## config.mk

```make
export PLATFORM = sky130hd
export DESIGN_NAME = nonwhite_bounding_box_crop_flat
export DESIGN_NICKNAME = d
export VERILOG_FILES = /design/src/rtl/core/nbc_pkg.sv /design/src/rtl/core/nbc_stream_if.sv /design/src/rtl/core/nbc_row_scan.sv /design/src/rtl/core/nbc_frame_acc.sv /design/src/rtl/core/nonwhite_bounding_box_crop.sv /design/src/flat_wrapper.sv
export SDC_FILE = /design/constraint.sdc
export NUM_CORES = 1
export LEC_CHECK = 0
export ABC_CLOCK_PERIOD_IN_PS = 7000
export BUFFER_PORTS_ARGS = -buffer_cell sky130_fd_sc_hd__buf_2
export CAP_MARGIN = 20
export CORE_MARGIN = 10
export CORE_UTILIZATION = 55
export CTS_BUF_LIST = sky130_fd_sc_hd__clkbuf_8 sky130_fd_sc_hd__clkbuf_16
export DETAILED_ROUTE_END_ITERATION = 8
export PLACE_DENSITY = 0.75
export REMOVE_ABC_BUFFERS = 1
export SLEW_MARGIN = 20
export SYNTH_ARGS = -nofsm -noshare
export SYNTH_HDL_FRONTEND = slang
export SYNTH_SLANG_ARGS = --single-unit
```

## constraint.sdc

```tcl
create_clock -name clk -period 7 [get_ports clk]
set_clock_uncertainty 0.2 [all_clocks]
set_input_delay 1.4 -clock clk [delete_from_list [all_inputs] [get_ports clk]]
set_output_delay 1.4 -clock clk [all_outputs]
set_load 0.03 [all_outputs]
```

## src/rtl/core/nbc_pkg.sv

```systemverilog
// Package for the bounding-box autocrop block: field widths, reset values,
// register indexes and the payload types used across the files. No dependencies.
package nbc_pkg;

  localparam int DIM_W       = 13;
  localparam int PIX_W       = 32;
  localparam int DEF_MAX_DIM = 4096;

  localparam logic [DIM_W-1:0] WIDTH_RESET  = DIM_W'(4096);
  localparam logic [DIM_W-1:0] HEIGHT_RESET = DIM_W'(4096);
  localparam logic [PIX_W-1:0] BG_RESET     = 32'hffff_ffff;

  // configuration register indexes
  typedef enum logic [1:0] {
    REG_FRAME_WIDTH  = 2'd0,
    REG_FRAME_HEIGHT = 2'd1,
    REG_BACKGROUND   = 2'd2
  } reg_idx_t;

  typedef logic [PIX_W-1:0] pix_t;

  typedef struct packed {
    logic [1:0]       index;
    logic [PIX_W-1:0] value;
  } cfg_t;

  typedef struct packed {
    logic [DIM_W-1:0] top_crop;
    logic [DIM_W-1:0] bottom_crop;
    logic [DIM_W-1:0] left_crop;
    logic [DIM_W-1:0] right_crop;
    logic             content_found;
  } result_t;

  // summary of the row as seen through the pixel being processed
  typedef struct packed {
    logic             row_end;
    logic             has_content;
    logic [DIM_W-1:0] first_col;
    logic [DIM_W-1:0] last_col;
  } row_sum_t;

endpackage

```

## src/rtl/core/nbc_stream_if.sv

```systemverilog
// Valid/ready channel carrying one payload item of a chosen type.
// Depends on nothing; payload types come from nbc_pkg at the point of use.
interface nbc_stream_if #(parameter type data_t = logic);
  logic  valid;
  logic  ready;
  data_t data;

  modport source (output valid, output data, input ready);
  modport sink   (input valid, input data, output ready);
endinterface

```

## src/rtl/core/nbc_row_scan.sv

```systemverilog
// Column counter and per-row first/last content tracking.
// Depends on nbc_pkg.
module nbc_row_scan import nbc_pkg::*; #(
  parameter int POS_W = 12
) (
  input  logic             clk,
  input  logic             rst_n,
  input  logic             clr,
  input  logic [DIM_W-1:0] clr_w,
  input  logic [DIM_W-1:0] w_eff,
  input  logic             step,
  input  logic             hit,
  output row_sum_t         row_sum
);

  logic [POS_W-1:0] col_r, col_nxt;
  logic [DIM_W-1:0] first_r, first_nxt;
  logic [POS_W-1:0] last_r, last_nxt;
  logic             has_r, has_nxt;

  logic [DIM_W-1:0] first_now;
  logic [POS_W-1:0] last_now;
  logic             has_now;
  logic             row_end;

  // fold the current pixel into the row summary
  always_comb begin
    first_now = (hit && !has_r) ? DIM_W'(col_r) : first_r;
    last_now  = hit ? col_r : last_r;
    has_now   = has_r | hit;
    row_end   = !((DIM_W'(col_r) + DIM_W'(1)) < w_eff);
  end

  assign row_sum = '{row_end:     row_end,
                     has_content: has_now,
                     first_col:   first_now,
                     last_col:    DIM_W'(last_now)};

  // advance the column, clear at the end of the row
  always_comb begin
    col_nxt   = col_r;
    first_nxt = first_r;
    last_nxt  = last_r;
    has_nxt   = has_r;
    if (clr) begin
      col_nxt   = '0;
      first_nxt = clr_w;
      last_nxt  = '0;
      has_nxt   = 1'b0;
    end else if (step) begin
      if (row_end) begin
        col_nxt   = '0;
        first_nxt = w_eff;
        last_nxt  = '0;
        has_nxt   = 1'b0;
      end else begin
        col_nxt   = col_r + POS_W'(1);
        first_nxt = first_now;
        last_nxt  = last_now;
        has_nxt   = has_now;
      end
    end
  end

  always_ff @(posedge clk) begin
    if (!rst_n) begin
      col_r   <= '0;
      first_r <= clr_w;
      last_r  <= '0;
      has_r   <= 1'b0;
    end else begin
      col_r   <= col_nxt;
      first_r <= first_nxt;
      last_r  <= last_nxt;
      has_r   <= has_nxt;
    end
  end

endmodule

```

## src/rtl/core/nbc_frame_acc.sv

```systemverilog
// Row counter and frame-level crop accumulation; builds the result item.
// Depends on nbc_pkg.
module nbc_frame_acc import nbc_pkg::*; #(
  parameter int POS_W = 12
) (
  input  logic             clk,
  input  logic             rst_n,
  input  logic             clr,
  input  logic [DIM_W-1:0] clr_w,
  input  logic [DIM_W-1:0] w_eff,
  input  logic [DIM_W-1:0] h_eff,
  input  logic             step,
  input  row_sum_t         row_sum,
  output logic             frame_end,
  output result_t          result
);

  logic [POS_W-1:0] row_r, row_nxt;
  logic [DIM_W-1:0] lead_r, lead_upd;
  logic [DIM_W-1:0] trail_r, trail_upd;
  logic [DIM_W-1:0] left_r, left_upd;
  logic [DIM_W-1:0] right_r, right_upd;
  logic             any_r, any_upd;

  logic [DIM_W-1:0] right_gap;

  // fold a finished row into the frame state
  always_comb begin
    right_gap = w_eff - DIM_W'(1) - row_sum.last_col;
    lead_upd  = lead_r;
    trail_upd = trail_r;
    left_upd  = left_r;
    right_upd = right_r;
    any_upd   = any_r;
    if (row_sum.has_content) begin
      any_upd   = 1'b1;
      trail_upd = '0;
      if (row_sum.first_col < left_r) begin
        left_upd = row_sum.first_col;
      end
      if (right_gap < right_r) begin
        right_upd = right_gap;
      end
    end else begin
      if (!any_r) begin
        lead_upd = lead_r + DIM_W'(1);
      end
      trail_upd = trail_r + DIM_W'(1);
    end
    frame_end = row_sum.row_end && !((DIM_W'(row_r) + DIM_W'(1)) < h_eff);
  end

  assign result = '{top_crop:      lead_upd,
                    bottom_crop:   trail_upd,
                    left_crop:     left_upd,
                    right_crop:    right_upd,
                    content_found: any_upd};

  always_comb begin
    row_nxt = row_r;
    if (step && row_sum.row_end) begin
      row_nxt = frame_end ? '0 : row_r + POS_W'(1);
    end
  end

  // hold between rows, take the folded values at each row end, clear them at frame end
  always_ff @(posedge clk) begin
    if (!rst_n || clr) begin
      row_r   <= '0;
      lead_r  <= '0;
      trail_r <= '0;
      left_r  <= clr_w;
      right_r <= clr_w;
      any_r   <= 1'b0;
    end else if (step && row_sum.row_end) begin
      row_r <= row_nxt;
      if (frame_end) begin
        lead_r  <= '0;
        trail_r <= '0;
        left_r  <= w_eff;
        right_r <= w_eff;
        any_r   <= 1'b0;
      end else begin
        lead_r  <= lead_upd;
        trail_r <= trail_upd;
        left_r  <= left_upd;
        right_r <= right_upd;
        any_r   <= any_upd;
      end
    end
  end

endmodule

```

## src/rtl/core/nonwhite_bounding_box_crop.sv

```systemverilog
// Top level of the bounding-box autocrop block: configuration registers,
// input and result registers. Depends on nbc_pkg, nbc_stream_if,
// nbc_row_scan and nbc_frame_acc.

// The block takes one 32-bit pixel per clock in row-major order and reports,
// in the cycle after the last pixel of a frame is processed, how many empty rows
// lie above and below the content and the least empty margin at the left and
// right of the filled rows, plus a flag that any content was seen. A pixel
// passes an input register and is then folded into the row and frame state;
// one pixel is taken every cycle, and the only stall comes when the last pixel
// of a frame reaches the fold while the previous frame's result is still not
// taken. Writing any of the three registers restarts the frame; sizes of zero
// act as one and sizes above MAX_DIM act as MAX_DIM. An empty frame reports
// the frame height top and bottom, the frame width left and right, flag clear.
module nonwhite_bounding_box_crop import nbc_pkg::*; #(
  parameter int MAX_DIM = DEF_MAX_DIM
) (
  input  logic         clk,
  input  logic         rst_n,
  nbc_stream_if.sink   in_ch,
  nbc_stream_if.source out_ch,
  nbc_stream_if.sink   cfg_ch
);

  // largest usable size in the 13-bit size fields
  localparam int MaxClamp = (MAX_DIM > (1 << DIM_W) - 1) ? (1 << DIM_W) - 1 : MAX_DIM;
  localparam int PosW     = (MaxClamp > 1) ? $clog2(MaxClamp) : 1;

  function automatic logic [DIM_W-1:0] clamp_dim(input logic [DIM_W-1:0] v);
    logic [DIM_W-1:0] r;
    r = v;
    if (v == '0) begin
      r = DIM_W'(1);
    end else if (v > DIM_W'(MaxClamp)) begin
      r = DIM_W'(MaxClamp);
    end
    return r;
  endfunction

  logic [DIM_W-1:0] w_eff_r, w_eff_nxt;
  logic [DIM_W-1:0] h_eff_r, h_eff_nxt;
  logic [PIX_W-1:0] bg_r, bg_nxt;
  logic             restart;

  logic             in_vld_r;
  pix_t             pix_r;
  logic             out_vld_r;
  result_t          out_data_r;

  row_sum_t         row_sum;
  result_t          result;
  logic             frame_end;
  logic             out_free;
  logic             step;
  logic             cfg_fire;
  cfg_t             cfg_item;

  // decode configuration writes; a listed register restarts the frame
  assign cfg_ch.ready = 1'b1;
  assign cfg_item     = cfg_ch.data;
  assign cfg_fire     = cfg_ch.valid;

  always_comb begin
    w_eff_nxt = w_eff_r;
    h_eff_nxt = h_eff_r;
    bg_nxt    = bg_r;
    restart   = 1'b0;
    if (!rst_n) begin
      w_eff_nxt = clamp_dim(WIDTH_RESET);
      h_eff_nxt = clamp_dim(HEIGHT_RESET);
      bg_nxt    = BG_RESET;
    end else if (cfg_fire) begin
      case (cfg_item.index)
        REG_FRAME_WIDTH: begin
          w_eff_nxt = clamp_dim(cfg_item.value[DIM_W-1:0]);
          restart   = 1'b1;
        end
        REG_FRAME_HEIGHT: begin
          h_eff_nxt = clamp_dim(cfg_item.value[DIM_W-1:0]);
          restart   = 1'b1;
        end
        REG_BACKGROUND: begin
          bg_nxt  = cfg_item.value;
          restart = 1'b1;
        end
        default: begin
          restart = 1'b0;
        end
      endcase
    end
  end

  always_ff @(posedge clk) begin
    w_eff_r <= w_eff_nxt;
    h_eff_r <= h_eff_nxt;
    bg_r    <= bg_nxt;
  end

  // fold the registered pixel unless it ends a frame with the result slot full
  assign out_free    = !out_vld_r || out_ch.ready;
  assign step        = in_vld_r && (!frame_end || out_free);
  assign in_ch.ready = !in_vld_r || step;

  always_ff @(posedge clk) begin
    if (!rst_n) begin
      in_vld_r <= 1'b0;
    end else if (in_ch.ready) begin
      in_vld_r <= in_ch.valid;
    end
  end

  always_ff @(posedge clk) begin
    if (in_ch.ready && in_ch.valid) begin
      pix_r <= in_ch.data;
    end
  end

  nbc_row_scan #(.POS_W(PosW)) u_row (
    .clk     (clk),
    .rst_n   (rst_n),
    .clr     (restart),
    .clr_w   (w_eff_nxt),
    .w_eff   (w_eff_r),
    .step    (step),
    .hit     (pix_r != bg_r),
    .row_sum (row_sum)
  );

  nbc_frame_acc #(.POS_W(PosW)) u_frame (
    .clk       (clk),
    .rst_n     (rst_n),
    .clr       (restart),
    .clr_w     (w_eff_nxt),
    .w_eff     (w_eff_r),
    .h_eff     (h_eff_r),
    .step      (step),
    .row_sum   (row_sum),
    .frame_end (frame_end),
    .result    (result)
  );

  // hold the result item until taken
  always_ff @(posedge clk) begin
    if (!rst_n) begin
      out_vld_r <= 1'b0;
    end else if (step && frame_end) begin
      out_vld_r <= 1'b1;
    end else if (out_ch.ready) begin
      out_vld_r <= 1'b0;
    end
  end

  always_ff @(posedge clk) begin
    if (step && frame_end) begin
      out_data_r <= result;
    end
  end

  assign out_ch.valid = out_vld_r;
  assign out_ch.data  = out_data_r;

`ifndef NO_ASSERTIONS
  a_result_posted: assert property (@(posedge clk) disable iff (!rst_n)
    (step && frame_end) |=> out_vld_r)
    else $error("frame end did not post a result item");

  a_empty_symmetric: assert property (@(posedge clk) disable iff (!rst_n)
    (out_vld_r && !out_data_r.content_found) |->
      (out_data_r.top_crop == out_data_r.bottom_crop &&
       out_data_r.left_crop == out_data_r.right_crop))
    else $error("empty frame result is not symmetric");

  a_rows_fit: assert property (@(posedge clk) disable iff (!rst_n)
    (out_vld_r && out_data_r.content_found) |->
      ((out_data_r.top_crop + out_data_r.bottom_crop) < h_eff_r))
    else $error("top and bottom crop exceed the frame height");
`endif

endmodule

```

## src/flat_wrapper.sv

```systemverilog
// flat-port wrapper written by rule: the top's interface ports become plain ports
module nonwhite_bounding_box_crop_flat import nbc_pkg::*;
#(
  parameter int MAX_DIM = DEF_MAX_DIM
)
  (clk, rst_n, in_ch_valid, in_ch_data, in_ch_ready, out_ch_valid, out_ch_data, out_ch_ready, cfg_ch_valid, cfg_ch_data, cfg_ch_ready);
  nbc_stream_if #(.data_t(pix_t)) in_ch_i ();
  nbc_stream_if #(.data_t(result_t)) out_ch_i ();
  nbc_stream_if #(.data_t(cfg_t)) cfg_ch_i ();
  input  logic clk;
  input  logic rst_n;
  input wire logic [$bits(in_ch_i.valid)-1:0] in_ch_valid;
  input wire logic [$bits(in_ch_i.data)-1:0] in_ch_data;
  output wire logic [$bits(in_ch_i.ready)-1:0] in_ch_ready;
  output wire logic [$bits(out_ch_i.valid)-1:0] out_ch_valid;
  output wire logic [$bits(out_ch_i.data)-1:0] out_ch_data;
  input wire logic [$bits(out_ch_i.ready)-1:0] out_ch_ready;
  input wire logic [$bits(cfg_ch_i.valid)-1:0] cfg_ch_valid;
  input wire logic [$bits(cfg_ch_i.data)-1:0] cfg_ch_data;
  output wire logic [$bits(cfg_ch_i.ready)-1:0] cfg_ch_ready;
  assign in_ch_i.valid = in_ch_valid;
  assign in_ch_i.data = in_ch_data;
  assign in_ch_ready = in_ch_i.ready;
  assign out_ch_valid = out_ch_i.valid;
  assign out_ch_data = out_ch_i.data;
  assign out_ch_i.ready = out_ch_ready;
  assign cfg_ch_i.valid = cfg_ch_valid;
  assign cfg_ch_i.data = cfg_ch_data;
  assign cfg_ch_ready = cfg_ch_i.ready;
  nonwhite_bounding_box_crop #(.MAX_DIM(MAX_DIM)) u_core (.clk(clk), .rst_n(rst_n), .in_ch(in_ch_i), .out_ch(out_ch_i), .cfg_ch(cfg_ch_i));
endmodule
```

==> impl_metrics.py <==
metrics = {
    "job": {
        "cap_violations": 0,
    },
    "global_routing": {
        "grt_overflow_total": 0,
        "antenna_found_initial": 1,
        "grt_pass1_wl_um": 48820,
        "met2_usage": 0.3155,
        "use_met3": 0.04742,
        "grt_usage": 0.2030,
        "busiest_layer": "met2",
        "grt_pass1_vias": 9653,
        "grtUsageMet1": 0.2753,
        "grt_max_degree": 62,
    },
    "routing": {
        "ant_nets": 0,
        "drtIter0Drc": 727,
        "num_vias": 9776,
        "route.detailed.drc": 0,
        "routed_via_density": 5.724,
        "wire_per_inst_um": 17.84,
        "firstDrtPassIters": 5,
        "drt_wl_total_um": 30470,
    },
    "place": {
        "io_buffers": 125,
        "dp_hpwl_um": 22050,
        "gp_congestion": 0.8727,
        "place_area_mm2": 0.01360,
    },
    "clocking": {
        "cts-resized-gates": 0,
        "cts.root.buffer_cell": "clkbuf_16",
        "cts_hold_buffers": 0,
        "cts_tree": "yes",
        "clock_sinks": 248,
        "cts_buffer_depth": 3,
        "cts_made_buffers": 27,
        "cts_setup_buffers": 0,
        "path_clk_slew_ps": 70,
        "clock_latency_ps": 540,
        "cts_max_level": 1,
    },
    "synthesis": {
        "synth_top_flop_cell": "edfxtp_1",
        "yosys.area.top_type": "edfxtp_1",
        "yosys_warnings": 0,
        "synthTopCellsByArea": "edfxtp_1 29%, dfxtp_1 19%, ha_1 6.3%",
        "synth_edf_count": 124,
        "yosysTopAreaCellShare": 0.2923,
        "ys_ff_latch": 248,
        "avgSynthCellArea_um2": 9.851,
        "syn_inst": 1293,
        "synth_cell_types": 71,
        "netlist_area_mm2": 0.01274,
        "synthArstFlopShare": 0,
        "synth-seq-area-share": 0.4872,
    },
    "worst_setup_path": {
        "crit_slowest_cell": "and3_1",
        "crit_arrival_ps": 6270,
        "path_class": "flop to flop",
        "worstPathRequired_ps": 7090,
        "cp_num_buf_inv": 0,
        "critical_path.startpoint": "u_core.pix_r[19]",
        "cp-end-kind": "flop",
        "reg2reg_depth": 18,
        "crit_family": "simple AND/OR/NAND/NOR gates",
        "r2r-start": "u_core.pix_r[19]",
        "rr_endpoint": "u_core.u_frame.right_r[3]",
        "crit_fanout": 14,
        "cp-start-kind": "flop",
        "r2r_slack_ps": 810,
        "worst-path-stages": 18,
        "cp_cell_sequence": "xnor2_1, nand4_1, nor4_2, and2_1, mux2i_1, ha_1, a211oi_1, nor2_1, nor4_1, o31ai_1, o41ai_1, xnor2_1, ha_1, a21o_1, a21oi_1, and3_1, mux2_2, a21bo_2",
        "cpPeakStageDelay_ps": 660,
    },
    "min_path": {
        "hp-start": "u_core.u_row.last_r[4]",
        "hp-class": "flop to flop",
        "hold_path_depth": 2,
        "whs_endpoint": "u_core.u_row.last_r[4]",
    },
    "sta": {
        "min_period_ps": 6189,
        "fin_crit_sh": 0.8841,
        "drv_slew": 0,
        "setup_viol": 0,
        "worstMarginPinSlew_ps": 889.8,
        "rsz0062_at_grt": "no",
        "slew_headroom": 0.4051,
        "hold_slack_ps": 257.0,
        "fin_setup_tns_ps": 0,
        "hold_viol": 0,
        "fmax_mhz": 161.6,
    },
    "power_and_ir_drop": {
        "total_power_w": 0.003423,
        "ir_drop_v": 0.0001998,
        "cellPowerDensity_mw_per_mm2": 235.9,
        "p_leak_nw": 5.827,
    },
    "final_layout": {
        "layout-drive-gt1-share": 0.1637,
        "final_util": 0.6391,
        "layout_common_cells": "200 x nand2_1, 125 x buf_2, 124 x dfxtp_1, 124 x edfxtp_1, 78 x inv_1",
        "final_cell_area_mm2": 0.01451,
        "final_nets": 1539,
        "antenna_cells": 0,
        "areaGrowthSynthToFinish_pct": 13.95,
        "final_common_cell": "nand2_1",
    },
    "floorplanning": {
        "die_h_um": 172.2,
        "core_area_mm2": 0.02271,
        "rows": 55,
        "die_area_mm2": 0.02965,
        "start_util": 0.5609,
        "num_io_pins": 127,
        "die_w_um": 172.2,
    },
    "run_status": {
        "run_status": "finished clean",
    },
}
==> synth_stat cells, types with 14 or more instances <==
cell type  number
xnor2_1        66
mux2i_1        31
mux2_2         19
nor2_1         58
xor2_1         20
a21boi_0       37
o21ai_0        65
and3_1         20
nand2_1       200
clkbuf_1       47
a21o_1         17
dfxtp_1       124
ha_1           64
nand3_1        71
nor2b_1        18
edfxtp_1      124
inv_1          73
nor3_1         14
a21oi_1        56
nand4_1        17
==> sequential cells by signal, summed over array words and instances (netlist names) <==
register,count
u_core.u_frame.trail_r,13
u_core.u_frame.row_r,12
u_core.bg_r,32
u_core.u_row.first_r,13
u_core.h_eff_r,13
u_core.w_eff_r,13
u_core.u_row.col_r,12
u_core.u_row.has_r,1
u_core.out_ch.data,53
u_core.in_vld_r,1
u_core.out_ch.valid,1
u_core.u_frame.right_r,13
u_core.u_row.last_r,12
u_core.pix_r,32
u_core.u_frame.lead_r,13
u_core.u_frame.any_r,1
u_core.u_frame.left_r,13
==> where the power goes <==
group	switching, W	internal [W]
combinational	0.000201	0.000158
clock	0.000575	0.000865
sequential	0.0000315	0.00159
total	0.000808	0.00262
==> worst max path at each step <==
stage,end,slack (ps)
global placement,u_core.u_frame.right_r[1],960
floorplan,u_core.out_ch.data[0],750
global route,u_core.u_frame.right_r[3],250
finish,u_core.u_frame.right_r[3],810
CTS,u_core.u_frame.right_r[3],760
detailed placement,u_core.u_frame.right_r[3],790
==> routing by layer <==
layer | wire, um | up-vias
li1 | - | 4791
met1 | 13680 | 4562
met2 | 13480 | 362
met3 | 2480 | 61
met4 | 840 | 0
met5 | 0 | -
==> logic make-up after synthesis <==
kind of cell    Yosys count  share of synthesized area
compound gates          263                     0.1384
simple gates            438                     0.1607
other cells               1                  0.0002944
mux                      54                    0.04588
fa+ha+maj                65                    0.06444
flops                   248                     0.4872
buf+inv                 138                    0.04391
xor+xnor                 86                    0.05914
==> through the flow <==
| stage | instances | worst slack, ps |
|---|---|---|
| CTS | 1707 | 758.2 |
| floorplan | 1229 | 751.6 |
| global route | 1708 | 245.5 |
| global placement | 1658 | 959.5 |
| detailed placement | 1658 | 787.2 |
| finish | 1708 | 811.4 |
==> final cells by class <==
cell class	instances	area [um2]
clock inverters	19	166.4
inverters	74	277.8
flip-flops and latches	248	6206
well taps	285	356.6
repair buffers	145	788.3
multi-input cells	907	5979
fillers	1867	8195
clock buffers	30	739.5
==> worst min-delay path, stage by stage, from the launching register on <==
cell and delay (ps):
dfxtp_1 330, nand2_1 40, o21ai_0 60
No activity file was read; power rests on OpenSTA's default activity.
